<file path="src/hw/rtl/qsu_pkg.sv">
package qsu_pkg;

    // counter width default
    localparam int QSU_POSITION_BITS = 24;

    // field widths
    localparam int BYTE_W   = 8;
    localparam int CODE_W   = 3;
    localparam int REPORT_W = 24;

    // result tdata layout, lowest bit first
    localparam int OUT_CHAR_LSB  = 0;
    localparam int OUT_SEEN_LSB  = OUT_CHAR_LSB + BYTE_W;
    localparam int OUT_CODE_LSB  = OUT_SEEN_LSB + 1;
    localparam int OUT_POS_LSB   = OUT_CODE_LSB + CODE_W;
    localparam int OUT_LINE_LSB  = OUT_POS_LSB + REPORT_W;
    localparam int OUT_COL_LSB   = OUT_LINE_LSB + REPORT_W;
    localparam int OUT_NOW_LSB   = OUT_COL_LSB + REPORT_W;
    localparam int OUT_USED_W    = OUT_NOW_LSB + REPORT_W;
    localparam int OUT_DATA_W    = ((OUT_USED_W + 7) / 8) * 8;

    // scan phases
    localparam logic [1:0] PH_OPEN = 2'd0;
    localparam logic [1:0] PH_BODY = 2'd1;
    localparam logic [1:0] PH_ESC  = 2'd2;

    // error codes
    localparam logic [CODE_W-1:0] ERR_NONE = 3'd0;
    localparam logic [CODE_W-1:0] ERR_CTRL = 3'd1;
    localparam logic [CODE_W-1:0] ERR_LINE = 3'd2;
    localparam logic [CODE_W-1:0] ERR_UNI  = 3'd3;
    localparam logic [CODE_W-1:0] ERR_ESC  = 3'd4;

    // quote register reset value
    localparam logic [BYTE_W-1:0] QUOTE_RESET = 8'h22;

    // character codes
    localparam logic [BYTE_W-1:0] CH_NUL    = 8'h00;
    localparam logic [BYTE_W-1:0] CH_BS     = 8'h08;
    localparam logic [BYTE_W-1:0] CH_TAB    = 8'h09;
    localparam logic [BYTE_W-1:0] CH_NL     = 8'h0A;
    localparam logic [BYTE_W-1:0] CH_FF     = 8'h0C;
    localparam logic [BYTE_W-1:0] CH_CR     = 8'h0D;
    localparam logic [BYTE_W-1:0] CH_DQUOTE = 8'h22;
    localparam logic [BYTE_W-1:0] CH_SLASH  = 8'h2F;
    localparam logic [BYTE_W-1:0] CH_BSLASH = 8'h5C;
    localparam logic [BYTE_W-1:0] CH_LOW_B  = 8'h62;
    localparam logic [BYTE_W-1:0] CH_LOW_F  = 8'h66;
    localparam logic [BYTE_W-1:0] CH_LOW_N  = 8'h6E;
    localparam logic [BYTE_W-1:0] CH_LOW_R  = 8'h72;
    localparam logic [BYTE_W-1:0] CH_LOW_T  = 8'h74;
    localparam logic [BYTE_W-1:0] CH_LOW_U  = 8'h75;

endpackage

</file>
<file path="src/hw/rtl/quoted_string_unescape_scanner_core.sv">
// latency: a result beat appears in the cycle after its input beat is accepted
// throughput: one byte per cycle, set by the single result register that
// decouples the two sides; input is taken whenever that register is empty or drained
// reset: rst_n is asynchronous and active low; it clears phase, position, line start,
// latched error and result valid, sets line count to 1 and loads quote_reg with 0x22
module quoted_string_unescape_scanner_core
    import qsu_pkg::*;
#(
    parameter int POSITION_BITS = QSU_POSITION_BITS
)
(
    input  logic                  clk,
    input  logic                  rst_n,
    input  logic                  cfg_we,
    input  logic [BYTE_W-1:0]     cfg_wdata,       // quote_char
    input  logic                  s_axis_tvalid,
    output logic                  s_axis_tready,
    input  logic [BYTE_W-1:0]     s_axis_tdata,    // in_byte
    input  logic                  s_axis_tlast,    // at_end
    output logic                  m_axis_tvalid,
    input  logic                  m_axis_tready,
    // out_char, error_seen, error_code, error_position, error_line,
    // error_column, line_now, zero pad
    output logic [OUT_DATA_W-1:0] m_axis_tdata,
    output logic                  m_axis_tlast,    // string_done
    output logic                  m_axis_tuser     // char_valid
);

    // state
    logic [BYTE_W-1:0]        quote_reg;
    logic [1:0]               phase_reg, phase_next;
    logic [POSITION_BITS-1:0] position_reg, position_next;
    logic [POSITION_BITS-1:0] line_count_reg, line_count_next;
    logic [POSITION_BITS-1:0] line_start_reg, line_start_next;
    logic                     err_flag_reg, err_flag_next;
    logic [CODE_W-1:0]        err_kind_reg, err_kind_next;
    logic [POSITION_BITS-1:0] err_offset_reg, err_offset_next;
    logic [POSITION_BITS-1:0] err_line_reg, err_line_next;
    logic [POSITION_BITS-1:0] err_col_reg, err_col_next;

    // result register
    logic                  out_valid_reg;
    logic [OUT_DATA_W-1:0] out_data_reg;
    logic                  out_last_reg;
    logic                  out_user_reg;

    logic                     accept;
    logic                     char_valid;
    logic [BYTE_W-1:0]        out_char;
    logic                     string_done;
    logic                     lat_en;
    logic [CODE_W-1:0]        lat_kind;
    logic [POSITION_BITS-1:0] position_inc;
    logic [OUT_DATA_W-1:0]    result_data;

    assign s_axis_tready = !out_valid_reg || m_axis_tready;
    assign accept        = s_axis_tvalid && s_axis_tready;
    assign position_inc  = position_reg + POSITION_BITS'(1);

    // per-byte phase step, decode and error detection
    always_comb
    begin
        phase_next      = phase_reg;
        position_next   = position_reg;
        line_count_next = line_count_reg;
        line_start_next = line_start_reg;
        char_valid      = 1'b0;
        out_char        = CH_NUL;
        string_done     = 1'b0;
        lat_en          = 1'b0;
        lat_kind        = ERR_NONE;

        if (s_axis_tlast)
        begin
            if (phase_reg == PH_ESC)
            begin
                lat_en   = 1'b1;
                lat_kind = ERR_ESC;
            end
            if (phase_reg != PH_OPEN)
            begin
                string_done = 1'b1;
                phase_next  = PH_OPEN;
            end
        end
        else
        begin
            position_next = position_inc;
            if (s_axis_tdata == CH_NL)
            begin
                line_count_next = line_count_reg + POSITION_BITS'(1);
                line_start_next = position_inc;
            end

            case (phase_reg)
                PH_OPEN:
                begin
                    phase_next = PH_BODY;
                end
                PH_BODY:
                begin
                    if (s_axis_tdata == quote_reg)
                    begin
                        string_done = 1'b1;
                        phase_next  = PH_OPEN;
                    end
                    else if (s_axis_tdata == CH_BSLASH)
                    begin
                        phase_next = PH_ESC;
                    end
                    else
                    begin
                        if (s_axis_tdata inside {CH_NUL, CH_BS, CH_TAB})
                        begin
                            lat_en   = 1'b1;
                            lat_kind = ERR_CTRL;
                        end
                        else if (s_axis_tdata inside {CH_CR, CH_NL})
                        begin
                            lat_en   = 1'b1;
                            lat_kind = ERR_LINE;
                        end
                        char_valid = 1'b1;
                        out_char   = s_axis_tdata;
                    end
                end
                PH_ESC:
                begin
                    phase_next = PH_BODY;
                    char_valid = 1'b1;
                    case (s_axis_tdata)
                        CH_DQUOTE: out_char = CH_DQUOTE;
                        CH_BSLASH: out_char = CH_BSLASH;
                        CH_SLASH:  out_char = CH_SLASH;
                        CH_LOW_B:  out_char = CH_BS;
                        CH_LOW_F:  out_char = CH_FF;
                        CH_LOW_N:  out_char = CH_NL;
                        CH_LOW_R:  out_char = CH_CR;
                        CH_LOW_T:  out_char = CH_TAB;
                        CH_LOW_U:
                        begin
                            char_valid = 1'b0;
                            lat_en     = 1'b1;
                            lat_kind   = ERR_UNI;
                        end
                        default:
                        begin
                            char_valid = 1'b0;
                            lat_en     = 1'b1;
                            lat_kind   = ERR_ESC;
                        end
                    endcase
                end
                default:
                begin
                    phase_next = PH_OPEN;
                end
            endcase
        end
    end

    // first error wins, placed at the line that held before the byte
    always_comb
    begin
        err_flag_next   = err_flag_reg;
        err_kind_next   = err_kind_reg;
        err_offset_next = err_offset_reg;
        err_line_next   = err_line_reg;
        err_col_next    = err_col_reg;
        if (lat_en && !err_flag_reg)
        begin
            err_flag_next   = 1'b1;
            err_kind_next   = lat_kind;
            err_offset_next = position_reg;
            err_line_next   = line_count_reg;
            err_col_next    = position_reg - line_start_reg;
        end
    end

    // pack the result beat
    always_comb
    begin
        result_data = '0;
        result_data[OUT_CHAR_LSB +: BYTE_W]   = out_char;
        result_data[OUT_SEEN_LSB]             = err_flag_next;
        result_data[OUT_CODE_LSB +: CODE_W]   = err_kind_next;
        result_data[OUT_POS_LSB +: REPORT_W]  = REPORT_W'(err_offset_next);
        result_data[OUT_LINE_LSB +: REPORT_W] = REPORT_W'(err_line_next);
        result_data[OUT_COL_LSB +: REPORT_W]  = REPORT_W'(err_col_next);
        result_data[OUT_NOW_LSB +: REPORT_W]  = REPORT_W'(line_count_next);
    end

    // quote register
    always_ff @(posedge clk or negedge rst_n)
    begin
        if (!rst_n)
            quote_reg <= QUOTE_RESET;
        else if (cfg_we)
            quote_reg <= cfg_wdata;
    end

    // scan state and latched error
    always_ff @(posedge clk or negedge rst_n)
    begin
        if (!rst_n)
        begin
            phase_reg      <= PH_OPEN;
            position_reg   <= '0;
            line_count_reg <= POSITION_BITS'(1);
            line_start_reg <= '0;
            err_flag_reg   <= 1'b0;
            err_kind_reg   <= ERR_NONE;
            err_offset_reg <= '0;
            err_line_reg   <= '0;
            err_col_reg    <= '0;
        end
        else if (accept)
        begin
            phase_reg      <= phase_next;
            position_reg   <= position_next;
            line_count_reg <= line_count_next;
            line_start_reg <= line_start_next;
            err_flag_reg   <= err_flag_next;
            err_kind_reg   <= err_kind_next;
            err_offset_reg <= err_offset_next;
            err_line_reg   <= err_line_next;
            err_col_reg    <= err_col_next;
        end
    end

    // result valid
    always_ff @(posedge clk or negedge rst_n)
    begin
        if (!rst_n)
            out_valid_reg <= 1'b0;
        else if (accept)
            out_valid_reg <= 1'b1;
        else if (m_axis_tready)
            out_valid_reg <= 1'b0;
    end

    // result payload
    always_ff @(posedge clk)
    begin
        if (accept)
        begin
            out_data_reg <= result_data;
            out_last_reg <= string_done;
            out_user_reg <= char_valid;
        end
    end

    assign m_axis_tvalid = out_valid_reg;
    assign m_axis_tdata  = out_data_reg;
    assign m_axis_tlast  = out_last_reg;
    assign m_axis_tuser  = out_user_reg;

endmodule

</file>
<file path="config.mk">
export PLATFORM = sky130hd
export DESIGN_NAME = quoted_string_unescape_scanner_core
export DESIGN_NICKNAME = d
export VERILOG_FILES = /design/src/hw/rtl/qsu_pkg.sv /design/src/hw/rtl/quoted_string_unescape_scanner_core.sv
export SDC_FILE = /design/constraint.sdc
export NUM_CORES = 1
export LEC_CHECK = 0
export BUFFER_PORTS_ARGS = -buffer_cell sky130_fd_sc_hd__buf_4
export CORE_MARGIN = 2
export CORE_UTILIZATION = 60
export DETAILED_ROUTE_END_ITERATION = 6
export PLACE_DENSITY = 0.8
export SETUP_SLACK_MARGIN = 0.2
export SLEW_MARGIN = 20
export SYNTH_ARGS = -nofsm -noshare
export SYNTH_HDL_FRONTEND = slang
export SYNTH_SLANG_ARGS = --single-unit
</file>
<file path="constraint.sdc">
create_clock -name clk -period 15.6 [get_ports clk]
set_input_delay 1.56 -clock clk [delete_from_list [all_inputs] [get_ports clk]]
set_output_delay 1.56 -clock clk [all_outputs]
set_load 0.01 [all_outputs]
</file>
==> results.yml <==
status:
  outcome: "finished clean"
grt:
  grt_max_degree: 106
  grt-ovfl-total: 0
  grt_pass1_vias: 9016
  antenna_found_initial: 0
  grt_pass1_wl_mm: 46.2
  grt_use_total: 0.241
synthesis:
  synth-edff-count: 110
  netlist-cell-type-count: 78
  yosysWarnings: 0
  syn_area_um2: 13200
  synth_area_per_cell_um2: 10.9
  ys_top_cells_by_count: "279 x nand2_1, 156 x dfrtp_1, 110 x edfxtp_1"
  yosysSeqAreaShare: 0.552
  syn_inst: 1213
  yosysMostFrequentCell: "nand2_1"
  postSynth.asyncResetShare: 0.591
  ys_seq_elements: 269
  synthTopCellsByArea: "dfrtp_1 30%, edfxtp_1 25%, nand2_1 7.9%"
  netlist.area_leader.share: 0.296
  yosys.area.top_type: "dfrtp_1"
  ys.flop_type: "dfrtp_1"
pwr:
  pwr-share-seq: 0.482
  ir_drop_mv: 0.0760
  power.switching_w: 0.000502
  leakage_nw: 6.84
  powerDensity_nw_per_um2: 122
  combPwrFrac: 0.169
  switching_share: 0.273
  clkPwrFrac: 0.349
  intPower_w: 0.00133
min_path:
  hp-class: "flop to flop"
  hold_start: "line_start_reg[18]"
  min_to: "line_start_reg[18]"
  holdPathStages: 2
setup_path:
  cp_max_fo: 42
  worstSetupPathType: "input port to flop"
  r2r-start: "quote_reg[5]"
  cp-start-kind: "input port"
  slowest_stage: "nor4_1"
  reg2reg_depth: 8
  rr_endpoint: "err_offset_reg[20]"
  critical-path-max-stage-delay_ns: 0.76
  cp.depth: 7
  rrSetupSlack_ns: 11.67
  critPathRequiredTime_ns: 16.04
  crit_family: "simple AND/OR/NAND/NOR gates"
  endpoint_kind: "flop"
  crit_arrival_ns: 5.07
  cp_common_cell: "buf_4"
  crit_buf_inv: 2
  crit_chain: "buf_4 > nor4_1 > a41oi_1 > a21o_2 > nor2_4 > buf_4 > mux2_2"
detailed_routing:
  drt-initial-drc-count: 683
  drc_errors: 0
  drt-total-wl_mm: 27.7
  route.vias.total: 8952
  postRouteAntennaNets: 0
  wl_per_cell_um: 17.2
  first_pass_iters: 5
  routed_via_density: 5.54
floorplan:
  core_area_um2: 21700
  die_h_um: 152
  start_util: 0.608
  dieWidth_um: 152
  dieArea_um2: 23200
  ios: 138
  row_count: 54
sta:
  finalCritPeriodShare: 0.297
  tightest_slew_ns: 0.980
  final_period_minus_worst_setup_slack_ns: 4.64
  fin_setup_tns_ns: 0
  max_slew_margin: 0.345
  setup_viol: 0
  rsz0062_at_grt: "false"
  hold_violations: 0
  slew_viol_final: 0
  max_freq_mhz: 216
  clock_skew_ns: 0.0148
cts:
  cts_tree: "yes"
  clock_path_buffers: 3
  cts-root-buf: "clkbuf_16"
  post_cts_buffers: 0
  clock_latency_ns: 0.55
  cts_buffers: 28
  ctsResizeCount: 0
  hold_buffers: 0
  cts.sinks: 269
  clk_pin_slew_worst_paths_ns: 0.06
  cts_max_level: 1
place:
  gp_congestion: 0.904
  dpl.cell_count: 1565
  dp.final_hpwl_mm: 18.3
  io_buffers: 133
layout:
  final_cells: 1617
  antenna_cells: 0
  syn_to_final_growth_pct: 14.2
  nets: 1367
  fillerInstances: 1565
  largest_reg_flops: 108
  drive_above_1_share: 0.182
job:
  drv_cap: 0
==> worst max path at each step <==
stage | from | to | slack, ns
after floorplan | m_axis_tready | line_count_reg[10] | 9.18
after global placement | s_axis_tdata[2] | err_kind_reg[1] | 10.44
after detailed placement | s_axis_tdata[2] | err_offset_reg[23] | 10.40
after CTS | s_axis_tdata[2] | err_offset_reg[7] | 10.98
after global routing | s_axis_tdata[2] | err_offset_reg[18] | 10.73
final | s_axis_tdata[5] | err_offset_reg[20] | 10.96
==> stage by stage <==
stage               setup WS [ns]  hold slack [ns]  power [W]  utilization  area, µm²
floorplan                    9.18            0.450    0.00109            -      13200
global placement            10.44            0.461    0.00119        0.654      14200
detailed placement          10.40            0.472    0.00120        0.654      14200
CTS                         10.98            0.485    0.00185        0.695      15100
global route                10.73            0.498    0.00192        0.695      15100
finish                      10.96            0.483    0.00184        0.695      15100
==> cell type report <==
| class | instances | area, µm² | area share |
|---|---|---|---|
| tap | 280 | 350 | 0.0233 |
| clock buffer | 36 | 741 | 0.0492 |
| inverter | 35 | 134 | 0.00889 |
| timing repair buffer | 139 | 1050 | 0.0695 |
| sequential | 269 | 7290 | 0.484 |
| clock inverter | 16 | 140 | 0.00930 |
| multi-input combinational | 842 | 5370 | 0.356 |
==> worst min-delay path, cell delays in order (launching register included) <==
cell     delay, ns
dfrtp_1       0.34
nand2_1       0.05
o21ai_0       0.06
==> cell usage in the layout, fill, tap and decap left out, types with 28 or more instances in the layout <==
master,Yosys,routed
mux2_1,40,40
edfxtp_1,110,110
nand2_1,279,279
xor2_1,53,53
inv_1,35,34
clkbuf_16,0,28
mux2_2,43,43
buf_4,7,138
dfrtp_1,156,156
nor2_1,59,59
xnor2_1,65,65
o21ai_0,65,65
ha_1,29,29
==> power by group through the flow <==
| stage | clock [W] | combinational (W) | sequential, W |
|---|---|---|---|
| final | 0.000642 | 0.000310 | 0.000885 |
| after floorplan | 0 | 0.000190 | 0.000898 |
| after global placement | 0 | 0.000299 | 0.000892 |
| after CTS | 0.000651 | 0.000312 | 0.000885 |
| after global routing | 0.000682 | 0.000343 | 0.000895 |
| after detailed placement | 0 | 0.000307 | 0.000897 |
==> metal layers <==
metal / part of all wire / vias to the layer above / track usage
met3: 0.053 / 35 / 0.0296
met4: 0.015 / 0 / 0.0561
met5: 0 / - / 0
li1: - / 4351 / -
met1: 0.45 / 4328 / 0.341
met2: 0.49 / 238 / 0.403
==> kinds of logic after synthesis <==
group / Yosys count / share of synthesized area
simple gates: 458 / 0.157
flops: 269 / 0.552
compound gates: 148 / 0.0687
xor+xnor: 118 / 0.0784
buf+inv: 105 / 0.0423
mux: 84 / 0.0716
fa+ha+maj: 30 / 0.0290
other cells: 1 / 0.000284
(Power assumes the default switching activity.)
